## src/rtl/badm_pkg.sv

```systemverilog
// badm_pkg: constants, types and register map for the advertising data matcher
// no dependencies
package badm_pkg;

  localparam int unsigned AddrW    = 5;
  localparam int unsigned DataW    = 64;
  localparam int unsigned PrefixW  = 48;
  localparam int unsigned MaxPrefix = 6;

  localparam logic [7:0] TypeUuid16More = 8'h02;
  localparam logic [7:0] TypeUuid16All  = 8'h03;
  localparam logic [7:0] TypeNameShort  = 8'h08;
  localparam logic [7:0] TypeNameFull   = 8'h09;

  localparam logic [15:0]        ServiceUuidRst = 16'h1812;
  localparam logic [PrefixW-1:0] NamePrefixRst  = 48'h5869_616F_5969;
  localparam logic [2:0]         PrefixLenRst   = 3'd6;
  localparam logic [2:0]         MaxPrefixLen   = 3'(MaxPrefix);

  typedef enum logic [1:0] {
    REG_SERVICE_UUID = 2'd0,
    REG_NAME_PREFIX  = 2'd1,
    REG_PREFIX_LEN   = 2'd2,
    REG_NONE         = 2'd3
  } reg_idx_t;

endpackage

```

## src/rtl/ble_adv_device_match_unit.sv

```systemverilog
// ble_adv_device_match_unit: walks advertising AD structures byte by byte and
// flags a configured 16-bit service uuid and a local-name prefix
// depends on badm_pkg
//
// Usage
//  input channel: one advertising payload byte per word (in_adv_byte), with
//  in_last_byte set on the final byte of the payload. A word is taken at a
//  clock edge where in_valid is high and in_stall is low.
//  result channel: one word per payload, carrying out_uuid_seen,
//  out_name_seen and their AND on out_is_target, taken when out_valid is
//  high and out_stall is low.
//  The result of a payload is shown in the cycle after its last byte is taken.
//  Throughput is one byte per cycle while in_stall is low; the parse state is
//  updated in the same cycle a byte is taken, only the result is registered.
//  stalling: in_stall is raised only while a result is held and out_stall is
//  high, so bytes keep flowing while the result register is empty or drains.
//  reset: rst_n (synchronous, active low) clears the parse state and the
//  result register and loads uuid 0x1812, the six-character default prefix
//  and a prefix length of six. The user must write registers over APB at byte
//  addresses 0, 8 and 16 only while no payload is in flight (not enforced).
module ble_adv_device_match_unit (
  input  logic                        clk,
  input  logic                        rst_n,
  input  logic                        in_valid,
  output logic                        in_stall,
  input  logic [7:0]                  in_adv_byte,
  input  logic                        in_last_byte,
  output logic                        out_valid,
  input  logic                        out_stall,
  output logic                        out_is_target,
  output logic                        out_uuid_seen,
  output logic                        out_name_seen,
  input  logic                        psel,
  input  logic                        penable,
  input  logic                        pwrite,
  input  logic [badm_pkg::AddrW-1:0]  paddr,
  input  logic [badm_pkg::DataW-1:0]  pwdata,
  output logic [badm_pkg::DataW-1:0]  prdata,
  output logic                        pready
);
  import badm_pkg::*;

  logic [15:0]        service_uuid_r;
  logic [PrefixW-1:0] name_prefix_r;
  logic [2:0]         prefix_len_r;

  logic [7:0] bytes_left_r, bytes_left_nxt;
  logic       awaiting_type_r, awaiting_type_nxt;
  logic [7:0] struct_type_r, struct_type_nxt;
  logic [7:0] uuid_low_r, uuid_low_nxt;
  logic       uuid_phase_r, uuid_phase_nxt;
  logic [2:0] name_pos_r, name_pos_nxt;
  logic       name_ok_r, name_ok_nxt;
  logic       uuid_flag_r, uuid_flag_nxt;
  logic       name_flag_r, name_flag_nxt;

  logic       out_valid_r;
  logic       is_target_r, uuid_seen_r, name_seen_r;

  logic       in_accept, out_accept, cfg_write;
  reg_idx_t   reg_idx;
  logic [2:0] eff_len;
  logic [7:0] want_byte;
  logic       is_name_in, is_name_cur, is_uuid_cur;

  assign pready     = 1'b1;
  assign reg_idx    = reg_idx_t'(paddr[AddrW-1:3]);
  assign cfg_write  = psel && penable && pwrite && pready;
  assign in_stall   = out_valid_r && out_stall;
  assign in_accept  = in_valid && !in_stall;
  assign out_accept = out_valid_r && !out_stall;

  // register file
  always_ff @(posedge clk) begin
    if (!rst_n) begin
      service_uuid_r <= ServiceUuidRst;
      name_prefix_r  <= NamePrefixRst;
      prefix_len_r   <= PrefixLenRst;
    end else if (cfg_write) begin
      case (reg_idx)
        REG_SERVICE_UUID: service_uuid_r <= pwdata[15:0];
        REG_NAME_PREFIX:  name_prefix_r  <= pwdata[PrefixW-1:0];
        REG_PREFIX_LEN:   prefix_len_r   <= pwdata[2:0];
        default: ;
      endcase
    end
  end

  always_comb begin
    case (reg_idx)
      REG_SERVICE_UUID: prdata = {{(DataW-16){1'b0}}, service_uuid_r};
      REG_NAME_PREFIX:  prdata = {{(DataW-PrefixW){1'b0}}, name_prefix_r};
      REG_PREFIX_LEN:   prdata = {{(DataW-3){1'b0}}, prefix_len_r};
      default:          prdata = '0;
    endcase
  end

  assign eff_len     = (prefix_len_r > MaxPrefixLen) ? MaxPrefixLen : prefix_len_r;
  assign is_name_in  = (in_adv_byte == TypeNameShort) || (in_adv_byte == TypeNameFull);
  assign is_name_cur = (struct_type_r == TypeNameShort) || (struct_type_r == TypeNameFull);
  assign is_uuid_cur = (struct_type_r == TypeUuid16More) || (struct_type_r == TypeUuid16All);

  // expected name character, first character in the top byte
  always_comb begin
    case (name_pos_r)
      3'd0:    want_byte = name_prefix_r[47:40];
      3'd1:    want_byte = name_prefix_r[39:32];
      3'd2:    want_byte = name_prefix_r[31:24];
      3'd3:    want_byte = name_prefix_r[23:16];
      3'd4:    want_byte = name_prefix_r[15:8];
      default: want_byte = name_prefix_r[7:0];
    endcase
  end

  // per-byte parse step
  always_comb begin
    bytes_left_nxt    = bytes_left_r;
    awaiting_type_nxt = awaiting_type_r;
    struct_type_nxt   = struct_type_r;
    uuid_low_nxt      = uuid_low_r;
    uuid_phase_nxt    = uuid_phase_r;
    name_pos_nxt      = name_pos_r;
    name_ok_nxt       = name_ok_r;
    uuid_flag_nxt     = uuid_flag_r;
    name_flag_nxt     = name_flag_r;
    if (awaiting_type_r) begin
      awaiting_type_nxt = 1'b0;
      struct_type_nxt   = in_adv_byte;
      bytes_left_nxt    = bytes_left_r - 8'd1;
      uuid_phase_nxt    = 1'b0;
      uuid_low_nxt      = '0;
      name_pos_nxt      = '0;
      name_ok_nxt       = 1'b1;
      if (is_name_in && (eff_len == 3'd0)) begin
        name_flag_nxt = 1'b1;
      end
    end else if (bytes_left_r == 8'd0) begin
      // zero length byte is padding
      if (in_adv_byte != 8'd0) begin
        bytes_left_nxt    = in_adv_byte;
        awaiting_type_nxt = 1'b1;
      end
    end else begin
      bytes_left_nxt = bytes_left_r - 8'd1;
      if (is_uuid_cur) begin
        if (!uuid_phase_r) begin
          uuid_low_nxt   = in_adv_byte;
          uuid_phase_nxt = 1'b1;
        end else begin
          if ({in_adv_byte, uuid_low_r} == service_uuid_r) begin
            uuid_flag_nxt = 1'b1;
          end
          uuid_phase_nxt = 1'b0;
        end
      end else if (is_name_cur) begin
        if (name_pos_r < eff_len) begin
          name_ok_nxt  = name_ok_r && (want_byte == in_adv_byte);
          name_pos_nxt = name_pos_r + 3'd1;
          if ((name_pos_nxt == eff_len) && name_ok_nxt) begin
            name_flag_nxt = 1'b1;
          end
        end
      end
    end
  end

  always_ff @(posedge clk) begin
    if (!rst_n || (in_accept && in_last_byte)) begin
      bytes_left_r    <= '0;
      awaiting_type_r <= 1'b0;
      struct_type_r   <= '0;
      uuid_low_r      <= '0;
      uuid_phase_r    <= 1'b0;
      name_pos_r      <= '0;
      name_ok_r       <= 1'b1;
      uuid_flag_r     <= 1'b0;
      name_flag_r     <= 1'b0;
    end else if (in_accept) begin
      bytes_left_r    <= bytes_left_nxt;
      awaiting_type_r <= awaiting_type_nxt;
      struct_type_r   <= struct_type_nxt;
      uuid_low_r      <= uuid_low_nxt;
      uuid_phase_r    <= uuid_phase_nxt;
      name_pos_r      <= name_pos_nxt;
      name_ok_r       <= name_ok_nxt;
      uuid_flag_r     <= uuid_flag_nxt;
      name_flag_r     <= name_flag_nxt;
    end
  end

  // result register
  always_ff @(posedge clk) begin
    if (!rst_n) begin
      out_valid_r <= 1'b0;
    end else if (in_accept && in_last_byte) begin
      out_valid_r <= 1'b1;
    end else if (out_accept) begin
      out_valid_r <= 1'b0;
    end
  end

  always_ff @(posedge clk) begin
    if (in_accept && in_last_byte) begin
      is_target_r <= uuid_flag_nxt && name_flag_nxt;
      uuid_seen_r <= uuid_flag_nxt;
      name_seen_r <= name_flag_nxt;
    end
  end

  assign out_valid     = out_valid_r;
  assign out_is_target = is_target_r;
  assign out_uuid_seen = uuid_seen_r;
  assign out_name_seen = name_seen_r;

  a_result_from_last: assert property (@(posedge clk) disable iff (!rst_n)
    $rose(out_valid_r) |-> $past(in_valid && !in_stall && in_last_byte))
    else $error("result raised without a last byte");

  a_target_and: assert property (@(posedge clk) disable iff (!rst_n)
    out_valid_r |-> (is_target_r == (uuid_seen_r && name_seen_r)))
    else $error("target flag disagrees with its parts");

  a_clear_after_last: assert property (@(posedge clk) disable iff (!rst_n)
    (in_accept && in_last_byte) |=>
      (bytes_left_r == 8'd0 && !awaiting_type_r && !uuid_flag_r && !name_flag_r))
    else $error("parse state not cleared after payload");

  a_name_pos_range: assert property (@(posedge clk) disable iff (!rst_n)
    name_pos_r <= MaxPrefixLen)
    else $error("name position out of range");

endmodule

```

## config.mk

```make
export PLATFORM = sky130hd
export DESIGN_NAME = ble_adv_device_match_unit
export DESIGN_NICKNAME = d
export VERILOG_FILES = /design/src/rtl/badm_pkg.sv /design/src/rtl/ble_adv_device_match_unit.sv
export SDC_FILE = /design/constraint.sdc
export NUM_CORES = 1
export LEC_CHECK = 0
export BUFFER_PORTS_ARGS = -buffer_cell sky130_fd_sc_hd__buf_2
export CAP_MARGIN = 10
export CORE_MARGIN = 3
export CORE_UTILIZATION = 25
export CTS_CLUSTER_SIZE = 14
export DETAILED_ROUTE_END_ITERATION = 6
export GPL_TIMING_DRIVEN = 0
export SYNTH_ARGS = -nofsm -noshare
export SYNTH_HDL_FRONTEND = slang
export SYNTH_SLANG_ARGS = --single-unit
```

## constraint.sdc

```tcl
create_clock -name clk -period 3.2 [get_ports clk]
set_clock_uncertainty 0.1 [all_clocks]
set_input_delay 0.64 -clock clk [delete_from_list [all_inputs] [get_ports clk]]
set_output_delay 0.64 -clock clk [all_outputs]
set_load 0.05 [all_outputs]
```

==> flow_summary_export.csv, run 1 <==
group,metric,value,unit
timing,whs,0.3507,ns
worst_setup_path,cp.required,3.30,ns
die,dieArea,23840,um2
synth,synth_ff_type,"dfxtp_1",
die,die_y,154.4,um
clocking,clk_pin_slew,0.07,ns
detailed_routing,top_layer,"met5",
worst_setup_path,crit_path_end_kind,"flop",
synth,yosys-top-cells-area,"dfxtp_1 36%, nand2_1 11%, a21boi_0 5.2%",
die,io-pin-count,155,
worst_setup_path,slowest_stage,"a2111o_1",
cells_and_area,multi_input_area,3079,um2
place,dp_hpwl,14570,um
power,p_per_area,512.6,nW/um2
worst_setup_path,critical_path.top_delay_family,"compound AO/OA/AOI/OAI gates",
global_routing,grt_start_max_net_pins,17,
detailed_routing,drtPass1Iterations,5,
cells_and_area,nNetsFinal,940,
timing,maxSlewHeadroom,0.2787,
place,dp_cells,1110,
synth,syn_area,5505,um2
clocking,clock_latency,0.36,ns
power,p_leak,2.897,nW
synth,async_flop_share,0,
synth,synth_common_cells,"159 x nand2_1, 99 x dfxtp_1, 44 x clkbuf_1, 44 x nor2_1, 40 x nand3_1",
worst_setup_path,worstSetupPathType,"reg2reg",
place,gp_congestion,0.8987,
cells_and_area,syn_to_final_growth,23.52,%
cells_and_area,fin_cells,1126,
synth,yosysTopAreaCell,"dfxtp_1",
timing,drv_slew,0,
worst_setup_path,arrival,3.13,ns
min_path,hold_class,"reg2reg",
detailed_routing,routed-wl-met3,1658,um
global_routing,overflow,0,
detailed_routing,drt_iter0_drc,316,
detailed_routing,wl_met1,8737,um
flow_run,cap_violations,0,
timing,worst_slack,0.1721,ns
power,p_total,0.003486,W
die,fp.dieW,154.4,um
synth,ys_seq_area_frac,0.3764,
cells_and_area,drive_above_1_share,0.1871,
detailed_routing,avgRoutedWirePerCell,17.05,um
die,initial_utilization,0.2578,
worst_setup_path,slowest_delay,0.46,ns
synth,ys_types,57,
die,core_area,21350,um2
worst_setup_path,worst-path-buf-inv,4,
cells_and_area,seqCellArea,2072,um2
status,status,"finished, final reports clean",
timing,finalSetupViolCount,0,
timing,rsz0062_at_grt,"false",
global_routing,grt_pass1_vias,5048,
synth,yosysTopAreaCellShare,0.3600,
detailed_routing,vias,5419,
synth,ys.warnings.count,0,
global_routing,antenna_found_initial,2,
power,vdd_ir_drop_max,0.2468,mV
die,rows,53,
synth,postSynthAreaPerCell,7.754,um2
clocking,hold_buffers,0,
synth,ys_seq_elements,102,
detailed_routing,ant_nets,0,
place,portBuffers,110,
synth,synthCells,710,
clocking,cts-buffers-inserted,9,
cells_and_area,n_fill_cell,2337,
timing,fin_crit,3.028,ns
timing,fmax,330.3,MHz
detailed_routing,met2_length,8328,um
worst_setup_path,rrSetupSlack,0.17,ns
detailed_routing,drt_wl_total,19200,um
synth,synth_most_common_cell,"nand2_1",
global_routing,grt_pass1_wl,29330,um
timing,worstMarginPinSlew,1.080,ns
synth,synth_edf_count,3,
worst_setup_path,crit_fanout,10,
worst_setup_path,cp-start-kind,"flop",
global_routing,grt_usage,0.1586,
detailed_routing,drcViolationCount,0,
clocking,cts_tree,"done",
worst_setup_path,crit_path_cell_trace,"buf_4, clkbuf_4, inv_1, ha_2, or3_4, buf_6, mux2i_1, o221ai_1, a22o_1, a2111o_1, o21ai_1",
clocking,max-clock-path-buffers,2,
clocking,cts_sinks,102,
clocking,clk_root_buffer_cell,"clkbuf_16",
place,place_ws,-0.2685,ns
timing,min_period_over_period,0.9462,
timing,hold_viol_final,0,
clocking,ctsHtreeMaxLevel,3,
detailed_routing,drt-vias-per-instance,4.813,
[power breakdown]
part	leakage [nW]	internal, W	switching (W)
Combinational	1.90	0.000298	0.000534
Clock	0.162	0.000737	0.000516
Sequential	0.832	0.00134	0.0000644
[cell type report]
cell class | instances | area share
buffer | 68 | 0.05133
sequential | 102 | 0.3047
clock buffer | 12 | 0.03790
antenna | 1 | 0.0003680
clock inverter | 4 | 0.01141
multi-input combinational | 536 | 0.4528
tap | 275 | 0.05060
inverter | 18 | 0.009936
timing repair buffer | 110 | 0.08096
[through the flow]
step                cell area, um2  utilization  setup TNS, ns
floorplan                     5562            -              0
global placement              6456       0.3024         -1.003
detailed placement            6456       0.3024        -0.8885
CTS                           6792       0.3181              0
global route                  6798       0.3184              0
finish                        6800       0.3185              0
[path summary, 6_finish.rpt]
check                                 startpoint               end  depth (start not counted)
worst min register to register  struct_type_r[6]  struct_type_r[6]                          2
worst max register to register     name_pos_r[2]     out_name_seen                         11
worst max-delay path               name_pos_r[2]     out_name_seen                         11
worst min-delay path            struct_type_r[6]  struct_type_r[6]                          2
[state kept, by name, summed over array words and instances (netlist names)]
register         flops
uuid_flag_r          1
out_name_seen        1
out_is_target        1
name_ok_r            1
bytes_left_r         8
name_pos_r           3
uuid_low_r           8
name_flag_r          1
uuid_phase_r         1
out_valid            1
out_uuid_seen        1
service_uuid_r      16
name_prefix_r       48
awaiting_type_r      1
struct_type_r        7
prefix_len_r         3
[cell usage in the layout (no fill, tap or decap), types with 3 or more instances in the layout]
master     synthesis  final
nor2b_1            7      7
nor4_1             4      4
buf_4             18     18
clkbuf_1          44     42
o21ai_0           16     16
nand2_1          159    159
nor2_1            44     44
o211ai_1           8      8
edfxtp_1           3      3
nand3_1           40     40
dfxtp_1           99     99
a221oi_1           3      3
o21ai_1            3      3
mux2i_1           24     24
nor3b_1            4      4
clkbuf_16          0     10
conb_1             2     17
a21oi_1           26     26
a211oi_1           3      3
nand4_1            7      7
o22ai_1            3      3
a22oi_1           13     13
or2_2              3      3
nor3_1            12     12
xnor2_1           18     18
a22o_1             8      8
inv_1             18     18
a21boi_0          38     38
ha_1              10      9
and2_1            33     33
buf_2              3    114
[metal layers]
layer / vias to the layer above / global-route usage
met1: 2505 / 0.2239
li1: 2662 / -
met3: 29 / 0.03777
met2: 221 / 0.2392
met4: 2 / 0.04920
met5: - / 0
[worst reg2reg max path, cell delays in order (launching register included)]
cell and delay, ns:
dfxtp_1 0.36, buf_4 0.19, clkbuf_4 0.22, inv_1 0.08, ha_2 0.26, or3_4 0.39, buf_6 0.15, mux2i_1 0.15
o221ai_1 0.12, a22o_1 0.21, a2111o_1 0.46, o21ai_1 0.18
[repair_timing]
action	in CTS	in global routing
endpoints found under the setup margin	8	4
buffers inserted	0	0
gates cloned	0	0
resized for setup	3	5
[cell families after synthesis]
group,count (synthesis),share of synthesized area
simple gates,325,0.2709
buf+inv,87,0.07500
compound gates,138,0.1741
mux,26,0.04773
other cells,2,0.001364
xor+xnor,20,0.03182
flops,102,0.3764
fa+ha+maj,10,0.02273
Power figures use the tool's default switching activity.
==> inputs of run 2 (changes only) <==
--- a/config.mk
+++ b/config.mk
@@ -5,13 +5,14 @@
 export SDC_FILE = /design/constraint.sdc
 export NUM_CORES = 1
 export LEC_CHECK = 0
-export BUFFER_PORTS_ARGS = -buffer_cell sky130_fd_sc_hd__buf_2
+export BUFFER_PORTS_ARGS = -buffer_cell sky130_fd_sc_hd__buf_4
 export CAP_MARGIN = 10
 export CORE_MARGIN = 3
 export CORE_UTILIZATION = 25
 export CTS_CLUSTER_SIZE = 14
 export DETAILED_ROUTE_END_ITERATION = 6
 export GPL_TIMING_DRIVEN = 0
+export HOLD_SLACK_MARGIN = 0.05
 export SYNTH_ARGS = -nofsm -noshare
 export SYNTH_HDL_FRONTEND = slang
 export SYNTH_SLANG_ARGS = --single-unit
==> flow_summary_export.csv, run 2 (synthesis gave the netlist of run 1 again) <==
group,metric,value,unit
die,die_y,154.4,um
clocking,ctsHtreeMaxLevel,3,
global_routing,use_met1,0.2262,
worst_setup_path,crit_path_end_kind,"flop",
cells_and_area,nNetsFinal,940,
die,rows,53,
clocking,clk_pin_slew,0.07,ns
clocking,cts_tree,"done",
min_path,hp-start,"struct_type_r[6]",
clocking,hold_buffers,0,
global_routing,busiest_layer,"met2",
detailed_routing,avgRoutedWirePerCell,17.32,um
die,fp.dieW,154.4,um
detailed_routing,drt_wl_total,19470,um
worst_setup_path,crit_fanout,10,
detailed_routing,vias,5450,
timing,drv_slew,0,
timing,worst_slack,0.1544,ns
clocking,clk_root_buffer_cell,"clkbuf_16",
cells_and_area,final_util,0.3293,
timing,maxSlewHeadroom,0.2446,
global_routing,grt_start_max_net_pins,18,
place,gp_congestion,0.9117,
global_routing,antenna_found_initial,1,
clocking,max-clock-path-buffers,2,
global_routing,overflow,0,
global_routing,use_met2,0.2465,
die,dieArea,23840,um2
clocking,cts_sinks,102,
detailed_routing,ant_nets,0,
cells_and_area,final_cell_mix,"159 x nand2_1, 128 x buf_4, 99 x dfxtp_1",
place,portBuffers,110,
place,place_ws,-0.2454,ns
cells_and_area,largest_register_ffs,48,
worst_setup_path,worstSetupPathType,"reg2reg",
flow_run,cap_violations,0,
timing,fmax,328.3,MHz
die,initial_utilization,0.2578,
clocking,cts_setup_buffers,0,
cells_and_area,syn_to_final_growth,27.73,%
cells_and_area,n_antenna_cell,0,
worst_setup_path,arrival,3.15,ns
clocking,clock_latency,0.36,ns
power,vdd_ir_drop_max,0.2429,mV
die,io-pin-count,155,
detailed_routing,drt-vias-per-instance,4.849,
cells_and_area,drive_above_1_share,0.1873,
timing,rsz0062_at_grt,"true",
detailed_routing,drtPass1Iterations,6,
cells_and_area,top_regs,"name_prefix_r: 48 flops, service_uuid_r: 16 flops",
timing,worstMarginPinSlew,1.131,ns
worst_setup_path,r2r_cells,10,
worst_setup_path,cp.required,3.30,ns
worst_setup_path,cp-start-kind,"flop",
min_path,hold_class,"reg2reg",
status,status,"finished, final reports clean",
global_routing,use_met3,0.03470,
global_routing,grt_pass1_wl,29790,um
worst_setup_path,reg2reg_from,"name_pos_r[2]",
detailed_routing,drcViolationCount,0,
power,p_per_area,484.3,nW/um2
detailed_routing,drt_iter0_drc,379,
cells_and_area,final_common_cell,"nand2_1",
timing,finalSetupViolCount,0,
min_path,hold_end,"struct_type_r[6]",
timing,min_period_over_period,0.9518,
cells_and_area,top_register,"name_prefix_r",
timing,fin_crit,3.046,ns
power,p_leak,2.941,nW
worst_setup_path,rrSetupSlack,0.15,ns
global_routing,grt_usage,0.1603,
worst_setup_path,r2r_end,"out_name_seen",
place,dp_hpwl,14760,um
min_path,holdPathStages,2,
global_routing,grt_pass1_vias,5211,
die,core_area,21350,um2
timing,hold_viol_final,0,
clocking,cts-buffers-inserted,9,
==> run 2: critical path, cell delays in order (launching register included) <==
cell      delay (ns)
dfxtp_1         0.35
buf_4           0.19
clkbuf_4        0.22
inv_1           0.08
ha_2            0.26
a22o_1          0.27
or2_2           0.28
mux2_2          0.27
a22o_1          0.21
a2111o_1        0.46
o21ai_1         0.19
==> run 2: where the power goes <==
part	leakage, nW	internal, W	total, W	switching [W]
logic	1.96	0.000331	0.000871	0.000539
registers	0.832	0.00134	0.00140	0.0000655
clock network	0.148	0.000612	0.00113	0.000521
total	2.94	0.00228	0.00341	0.00113
==> run 2: through the flow <==
step | hold WS, ns | cells | total power (W) | area, um2 | setup TNS, ns
6_report | 0.3557 | 1124 | 0.003405 | 7032 | 0
5_1_grt | 0.3816 | 1124 | 0.003569 | 7032 | -0.03385
3_5_place_dp | 0.3494 | 1110 | 0.002292 | 6731 | -0.7347
2_1_floorplan | 0.3308 | 725 | 0.002039 | 5562 | 0
4_1_cts | 0.3594 | 1124 | 0.003421 | 7028 | 0
3_3_place_gp | 0.3414 | 1110 | 0.002282 | 6731 | -0.6775
==> run 2: cell type report <==
cell class	instances	area, um2
clock inverters	6	70.07
repair buffers	110	825.8
plain buffers	68	347.8
clock buffers	9	225.2
flip-flops and latches	102	2072
multi-input cells	536	3079
fillers	2309	14320
inverters	18	67.56
well taps	275	344.1
==> run 2: how the worst max path moves through the flow <==
stage,from,endpoint,slack (ns),depth (start not counted)
floorplan,paddr[3],prdata[10],0.17,4
global placement,name_pos_r[2],out_is_target,-0.19,12
detailed placement,name_pos_r[2],out_name_seen,-0.25,12
CTS,paddr[3],prdata[6],0.02,6
global route,name_pos_r[1],out_name_seen,-0.03,11
finish,name_pos_r[2],out_name_seen,0.15,10
==> run 2: layer usage <==
| metal | part of all wire | routed length, um |
|---|---|---|
| met2 | 0.44 | 8619 |
| met4 | 0.021 | 400 |
| met3 | 0.073 | 1427 |
| met1 | 0.46 | 9021 |
| met5 | 0 | 0 |
==> run 2: timing repair <==
item / in CTS / in global routing
resized for setup: 3 / 2
cloned: 0 / 0
setup endpoints to repair: 4 / 13
